**config.mk**
```make
export PLATFORM = sky130hd
export DESIGN_NAME = expression_token_lexer_top
export DESIGN_NICKNAME = d
export VERILOG_FILES = /design/src/rtl/etl_pkg.sv /design/src/rtl/expression_token_lexer_top.sv
export SDC_FILE = /design/constraint.sdc
export NUM_CORES = 1
export LEC_CHECK = 0
export BUFFER_PORTS_ARGS = -buffer_cell sky130_fd_sc_hd__buf_4
export CAP_MARGIN = 20
export CORE_ASPECT_RATIO = 1.75
export CORE_MARGIN = 3
export CORE_UTILIZATION = 52
export DETAILED_ROUTE_END_ITERATION = 10
export PLACE_DENSITY = 0.77
export SYNTH_ARGS = -nofsm -noshare
export SYNTH_HDL_FRONTEND = slang
export SYNTH_SLANG_ARGS = --single-unit
```
**constraint.sdc**
```tcl
create_clock -name clk -period 6.5 [get_ports clk]
set_input_delay 0.975 -clock clk [delete_from_list [all_inputs] [get_ports clk]]
set_output_delay 0.975 -clock clk [all_outputs]
set_load 0.01 [all_outputs]
```
**src/rtl/etl_pkg.sv**
```systemverilog
// Shared types, character codes and classification helpers for the expression lexer.
`timescale 1ns / 1ps

package etl_pkg;

	// token types as seen on the result channel
	typedef enum logic [2:0] {
		TT_NUMBER   = 3'd0,
		TT_VARIABLE = 3'd1,
		TT_LPAREN   = 3'd2,
		TT_RPAREN   = 3'd3,
		TT_OPER     = 3'd4
	} tok_type_t;

	// what the lookahead register holds
	typedef enum logic [3:0] {
		HK_NONE = 4'b0001,
		HK_OP   = 4'b0010,
		HK_NUM  = 4'b0100,
		HK_VAR  = 4'b1000
	} held_kind_t;

	typedef struct packed {
		logic [7:0] ch;
		tok_type_t  ttype;
		logic       tend;
		logic       last;
	} tok_entry_t;

	localparam int unsigned QDepth = 4;
	localparam int unsigned QPtrW  = $clog2(QDepth);
	localparam int unsigned QCntW  = $clog2(QDepth + 1);

	localparam logic [7:0] CH_SPACE  = 8'h20;
	localparam logic [7:0] CH_BANG   = 8'h21;
	localparam logic [7:0] CH_LPAREN = 8'h28;
	localparam logic [7:0] CH_RPAREN = 8'h29;
	localparam logic [7:0] CH_STAR   = 8'h2A;
	localparam logic [7:0] CH_PLUS   = 8'h2B;
	localparam logic [7:0] CH_MINUS  = 8'h2D;
	localparam logic [7:0] CH_DOT    = 8'h2E;
	localparam logic [7:0] CH_SLASH  = 8'h2F;
	localparam logic [7:0] CH_LT     = 8'h3C;
	localparam logic [7:0] CH_EQ     = 8'h3D;
	localparam logic [7:0] CH_GT     = 8'h3E;
	localparam logic [7:0] CH_CARET  = 8'h5E;

	function automatic logic is_digit(input logic [7:0] c);
		return (c >= 8'h30) && (c <= 8'h39);
	endfunction

	function automatic logic is_letter(input logic [7:0] c);
		return ((c >= 8'h41) && (c <= 8'h5A)) || ((c >= 8'h61) && (c <= 8'h7A));
	endfunction

	function automatic logic is_run_char(input logic [7:0] c);
		return is_digit(c) || is_letter(c) || (c == CH_DOT);
	endfunction

	function automatic logic is_pair_start(input logic [7:0] c);
		return (c == CH_STAR) || (c == CH_EQ) || (c == CH_LT) || (c == CH_GT) ||
			(c == CH_BANG);
	endfunction

	function automatic logic is_pair(input logic [7:0] a, input logic [7:0] b);
		return ((a == CH_STAR) && (b == CH_STAR)) || ((a == CH_EQ) && (b == CH_EQ)) ||
			((a == CH_LT) && (b == CH_EQ)) || ((a == CH_GT) && (b == CH_EQ)) ||
			((a == CH_LT) && (b == CH_GT)) || ((a == CH_BANG) && (b == CH_EQ));
	endfunction

	function automatic logic is_single_op(input logic [7:0] c);
		return (c == CH_CARET) || (c == CH_SLASH) || (c == CH_STAR) ||
			(c == CH_MINUS) || (c == CH_PLUS) || (c == CH_LT) || (c == CH_GT);
	endfunction

	function automatic tok_entry_t mk_ent(input logic [7:0] c, input tok_type_t t,
		input logic e);
		tok_entry_t r;
		r.ch    = c;
		r.ttype = t;
		r.tend  = e;
		r.last  = 1'b0;
		return r;
	endfunction

endpackage

```
**src/rtl/expression_token_lexer_top.sv**
```systemverilog
// Expression lexer: byte stream in, typed token characters out.
//
// Usage:
//   Byte channel (byte_valid/byte_ready, ch, card_end): one expression byte per
//   request; card_end marks the last byte and flushes the held lookahead.
//   Token channel (tok_valid/tok_ready, tok_char, tok_type, tok_end, run_last):
//   one token character per request; run_last marks the final character that
//   a given input byte produced. A byte may produce zero, one or two results.
//   Flow: an accepted byte is captured in the input register and classified
//   there combinationally; its results are written into the result queue,
//   which the token channel reads from.
//   Throughput: one byte per cycle while bytes produce at most one result each
//   and tok_ready stays high; the token channel moves one result per cycle, so
//   a byte with two results needs the channel for both. The four-entry result
//   queue sets this: the input register advances only when two entries are free.
//   Reset clears the lookahead, the input register and the result queue.
//   When the receiver stalls, results collect in the queue; once it cannot take
//   two more, a held byte waits in the input register and byte_ready drops.
`timescale 1ns / 1ps

module expression_token_lexer_top (
	input  logic       clk,
	input  logic       arst_n,
	input  logic       byte_valid,
	output logic       byte_ready,
	input  logic [7:0] ch,
	input  logic       card_end,
	output logic       tok_valid,
	input  logic       tok_ready,
	output logic [7:0] tok_char,
	output logic [2:0] tok_type,
	output logic       tok_end,
	output logic       run_last
);
	import etl_pkg::*;

	logic            valid_s1;
	logic [7:0]      ch_s1;
	logic            end_s1;

	logic [7:0]      held_char_q;
	held_kind_t      held_kind_q;

	tok_entry_t      q_mem [QDepth];
	logic [QPtrW-1:0] wr_ptr_q, rd_ptr_q;
	logic [QCntW-1:0] cnt_q;

	logic            room;
	logic            consume;
	logic            pop;

	tok_entry_t      k [3];
	logic [2:0]      k_v;
	tok_entry_t      out0, out1;
	logic [1:0]      nres;
	logic [7:0]      hc_n;
	held_kind_t      hk_n;
	logic            do_fresh;
	tok_type_t       run_t;

	assign room       = (cnt_q <= QCntW'(QDepth - 2));
	assign consume    = valid_s1 && room;
	assign byte_ready = !valid_s1 || room;
	assign pop        = tok_valid && tok_ready;

	// input register
	always_ff @(posedge clk or negedge arst_n) begin
		if (!arst_n) begin
			valid_s1 <= 1'b0;
		end else if (byte_ready) begin
			valid_s1 <= byte_valid;
		end
	end

	always_ff @(posedge clk) begin
		if (byte_ready && byte_valid) begin
			ch_s1  <= ch;
			end_s1 <= card_end;
		end
	end

	// classification: held part, fresh char, card-end flush
	always_comb begin
		k_v      = 3'b000;
		k[0]     = '0;
		k[1]     = '0;
		k[2]     = '0;
		hc_n     = held_char_q;
		hk_n     = held_kind_q;
		do_fresh = 1'b0;
		run_t    = (held_kind_q == HK_NUM) ? TT_NUMBER : TT_VARIABLE;

		case (held_kind_q)
			HK_OP: begin
				if (is_pair(held_char_q, ch_s1)) begin
					k_v[0] = 1'b1;
					k[0]   = mk_ent(held_char_q, TT_OPER, 1'b0);
					k_v[1] = 1'b1;
					k[1]   = mk_ent(ch_s1, TT_OPER, 1'b1);
				end else begin
					k_v[0]   = is_single_op(held_char_q);
					k[0]     = mk_ent(held_char_q, TT_OPER, 1'b1);
					do_fresh = 1'b1;
				end
				hc_n = 8'h00;
				hk_n = HK_NONE;
			end
			HK_NUM, HK_VAR: begin
				if (is_run_char(ch_s1)) begin
					k_v[0] = 1'b1;
					k[0]   = mk_ent(held_char_q, run_t, 1'b0);
					hc_n   = ch_s1;
				end else begin
					k_v[0]   = 1'b1;
					k[0]     = mk_ent(held_char_q, run_t, 1'b1);
					hc_n     = 8'h00;
					hk_n     = HK_NONE;
					do_fresh = 1'b1;
				end
			end
			default: begin
				do_fresh = 1'b1;
			end
		endcase

		if (do_fresh) begin
			if (ch_s1 == CH_SPACE) begin
				k_v[1] = 1'b0;
			end else if (ch_s1 == CH_LPAREN) begin
				k_v[1] = 1'b1;
				k[1]   = mk_ent(ch_s1, TT_LPAREN, 1'b1);
			end else if (ch_s1 == CH_RPAREN) begin
				k_v[1] = 1'b1;
				k[1]   = mk_ent(ch_s1, TT_RPAREN, 1'b1);
			end else if (is_pair_start(ch_s1)) begin
				hc_n = ch_s1;
				hk_n = HK_OP;
			end else if (is_single_op(ch_s1)) begin
				k_v[1] = 1'b1;
				k[1]   = mk_ent(ch_s1, TT_OPER, 1'b1);
			end else if (is_run_char(ch_s1)) begin
				hc_n = ch_s1;
				hk_n = (is_digit(ch_s1) || (ch_s1 == CH_DOT)) ? HK_NUM : HK_VAR;
			end
		end

		// card end: flush whatever is held after this byte
		if (end_s1) begin
			case (hk_n)
				HK_OP: begin
					k_v[2] = is_single_op(hc_n);
					k[2]   = mk_ent(hc_n, TT_OPER, 1'b1);
				end
				HK_NUM: begin
					k_v[2] = 1'b1;
					k[2]   = mk_ent(hc_n, TT_NUMBER, 1'b1);
				end
				HK_VAR: begin
					k_v[2] = 1'b1;
					k[2]   = mk_ent(hc_n, TT_VARIABLE, 1'b1);
				end
				default: begin
					k_v[2] = 1'b0;
				end
			endcase
			hc_n = 8'h00;
			hk_n = HK_NONE;
		end

		// compact up to two valid candidates, in order
		nres = 2'(k_v[0]) + 2'(k_v[1]) + 2'(k_v[2]);
		out0 = k_v[0] ? k[0] : (k_v[1] ? k[1] : k[2]);
		out1 = k_v[0] ? (k_v[1] ? k[1] : k[2]) : k[2];
		out0.last = (nres == 2'd1);
		out1.last = 1'b1;
	end

	always_ff @(posedge clk or negedge arst_n) begin
		if (!arst_n) begin
			held_char_q <= 8'h00;
			held_kind_q <= HK_NONE;
		end else if (consume) begin
			held_char_q <= hc_n;
			held_kind_q <= hk_n;
		end
	end

	// result queue
	always_ff @(posedge clk) begin
		if (consume && (nres != 2'd0)) begin
			q_mem[wr_ptr_q] <= out0;
		end
		if (consume && (nres == 2'd2)) begin
			q_mem[wr_ptr_q + QPtrW'(1)] <= out1;
		end
	end

	always_ff @(posedge clk or negedge arst_n) begin
		if (!arst_n) begin
			wr_ptr_q <= '0;
			rd_ptr_q <= '0;
			cnt_q    <= '0;
		end else begin
			if (consume) begin
				wr_ptr_q <= wr_ptr_q + QPtrW'(nres);
			end
			if (pop) begin
				rd_ptr_q <= rd_ptr_q + QPtrW'(1);
			end
			cnt_q <= cnt_q + (consume ? QCntW'(nres) : QCntW'(0)) - QCntW'(pop);
		end
	end

	assign tok_valid = (cnt_q != '0);
	assign tok_char  = q_mem[rd_ptr_q].ch;
	assign tok_type  = q_mem[rd_ptr_q].ttype;
	assign tok_end   = q_mem[rd_ptr_q].tend;
	assign run_last  = q_mem[rd_ptr_q].last;

endmodule
```
==> key figures <==
Run
  – Maxcap violations: 0

Detailed routing
  – WL per Instance: roughly 23 µm
  – Total detailed-routing wirelength: ~14,000 µm
  – DRT antenna net count: 0
  – DR iter-0 viols: 542
  – Initial DRT Pass Iterations: 5
  – DRC: 0
  – Routed vias: 4,036
  – Post-DR vias/cell: about 7

GRT
  – Pin count of the biggest net entering global routing: 21
  – Initial antenna violation count: 0
  – First-pass GRT wire length: between 20,000 and 25,000 µm
  – GRT Overall Usage: a little over a quarter
  – GR Overflow Total: 0
  – Vias in the first global route: 3,994

Run status
  – Status: finished, final reports clean

Layout
  – Area of the multi-input gates: roughly 2400 µm²
  – Antenna fix cells: 0
  – Filler cell count: ~740
  – Area Growth Syn to Fin: 10.0%
  – Commonest non-fill, non-tap cell in the layout: edfxtp_1
  – Area occupied by registers: 2290 µm²
  – Fin nets: approximately 490
  – Commonest non-fill, non-tap cells in the layout: 57 x edfxtp_1, 53 x nand2_1, 39 x nor2_1, 30 x buf_4, 29 x o22ai_1
  – Design Area, Final: 5400 µm²
  – Layout cells sized above 1: a little under a fifth

STA
  – Final Cycle Share: between 80 and 90%
  – # setup viols final: 0
  – Setup TNS: 0 ps
  – Tightest Pin Transition: between 800 and 900 ps
  – Slew Limit Fails: 0
  – Fmax: approximately 180 MHz
  – Final clock skew: about 9 ps
  – Endpoints failing hold: 0
  – Unrepaired setup endpoints after global routing: false
  – Fin crit period: 5690 ps
  – Relative slew slack: about two fifths

Min path
  – Hold Crit Endpoint: q_mem[3][0]
  – WHS Path Cells: 1
  – Hold Path Class: flop to flop
  – Hold Crit Start: q_mem[3][0]

Die
  – Row cnt: 46
  – Core footprint: ~9200 µm²
  – Initial Util: between 50% and 60%
  – Die height: between 100 and 150 µm
  – # IOs: 28
  – DIE AREA: 10,700 µm²
  – Chip width: between 70 and 80 µm

Synth
  – Synth Register Bits: between 80 and 90
  – Library cells used by synthesis: slightly below 90
  – Post-synth EDFFs: 57
  – Sequential share of the synthesized area: between 40% and 50%
  – Avg Cell Area, Syn: 10.9 µm²
  – Ys async rst share: around 25%
  – Synth Instances: approximately 450
  – Ys Warns: 0
  – Ys flop type: edfxtp_1
  – Post-Syn Nets: 471
  – Netlist Area Pre-Place: 4910 µm²

Clock network
  – Post-CTS Setup Inserts: 0
  – CTS resizes: 0
  – Total clock buffers created by CTS: 9
  – CTS Buffer Depth: 2
  – CTS tree: yes
  – Root Buffer: clkbuf_16
  – CTS H-Tree Depth: 3
  – Hold_buf cts: 0
  – Clock sink count: 81
  – Clk_lat worst skew: 350 ps
  – Worst-path clk slew: ~70 ps

Worst setup path
  – Arr. time, crit path: 5670 ps
  – Reg2Reg Setup Slack: around 810 ps
  – CP max FO: 13
  – Startpoint types: flop
  – R2R Path Start: ch_s1[0]
  – Worst setup path category: flop to flop
  – Worst Setup End Kind: flop
  – Reg2reg end: q_mem[0][3]
  – R2R depth: 13
  – Critical Path RT: about 6500 ps

Power and ir drop
  – Pleak: about 2.0 nW
  – Power density over cell area: 407 nW/µm²
  – Maximum VDD drop: approximately 0.00022 V

Placement
  – Gpl congestion: 0.993
  – Dpl cell area: 5080 µm²
  – Port bufs: 27
  – Post-DP HPWL: 10,500 µm
==> kinds of logic after synthesis <==
logic type	share of synthesized area, %
AND/OR/NAND/NOR	17.0
AO/OA/AOI/OAI	21.7
flip-flops	46.7
buffers and inverters	5.05
multiplexers	6.19
XOR/XNOR	1.43
adder cells (fa/ha/maj)	1.83
==> power by group <==
group / total, W / internal (W) / switching (W) / leakage, nW
Sequential: 0.000842 / 0.000659 / 0.000183 / 0.804
Combinational: 0.000822 / 0.000368 / 0.000454 / 1.00
Clock: 0.000534 / 0.000312 / 0.000222 / 0.155
==> cell type report <==
type	count	share of cell area, %
Clock buffer	11	5.09
Clock inverter	5	0.834
Inverter	12	0.834
Multi-Input combinational cell	332	43.8
Sequential cell	81	42.5
Tap cell	120	2.78
Timing Repair Buffer	30	4.17
==> synth_stat cells (all sizes together), types with 9 or more instances <==
master | n | share of area, %
nand3 | 12 | 1.2
nor3 | 9 | 1.1
o21ai | 12 | 1.2
clkbuf | 16 | 2.2
mux4 | 13 | 6.0
dfrtp | 19 | 9.7
inv | 12 | 0.92
nand2b | 10 | 1.4
nand2 | 53 | 4.1
nor2 | 39 | 3.0
a21oi | 28 | 3.1
edfxtp | 57 | 35
o22ai | 30 | 3.9
buf | 11 | 1.9
==> critical path, cell delays in order (launching register included) <==
cell	delay (ps)
edfxtp_1	580
or4_1	580
a221oi_1	340
or3_2	270
a22o_1	490
nand2_1	250
o211ai_1	260
a21boi_1	110
o31a_1	330
fa_1	460
nor2_1	390
inv_1	190
or3_1	540
nand2_1	520
==> worst max-delay path by stage <==
stage,startpoint,to,cells after the start
3_5_place_dp,ch_s1[1],q_mem[0][8],13
6_report,ch_s1[0],q_mem[0][3],13
3_3_place_gp,ch_s1[0],q_mem[0][8],13
5_1_grt,ch_s1[1],q_mem[2][10],14
2_1_floorplan,held_char_q[2],q_mem[0][10],15
4_1_cts,ch_s1[1],q_mem[0][3],13
==> per-layer routing <==
metal | up-vias | part of all wire, % | global-route usage (%)
met5 | - | 0 | 0
met4 | 0 | 7.6 | 17.8
met1 | 1926 | 33 | 27.5
met3 | 79 | 5.3 | 4.14
met2 | 241 | 54 | 50.3
li1 | 1790 | - | -
==> metrics by stage <==
stage          total power (W)  hold slack (ps)  setup slack [ps]  util (%)  instances
5_1_grt                0.00231              502               388      59.0        591
3_5_place_dp           0.00167              455               903      55.5        575
4_1_cts                0.00219              465               877      59.0        591
3_3_place_gp           0.00164              449              1030      55.5        575
6_report               0.00220              463               810      59.0        591
2_1_floorplan          0.00141              431              1850         -        452
==> sequential cells by signal, indices dropped and copies added (netlist names) <==
| register | cells |
|---|---|
| valid_s1 | 1 |
| held_char_q | 8 |
| cnt_q | 3 |
| rd_ptr_q | 2 |
| end_s1 | 1 |
| q_mem | 52 |
| held_kind_q | 4 |
| ch_s1 | 8 |
| wr_ptr_q | 2 |
(Power assumes the default switching activity.)
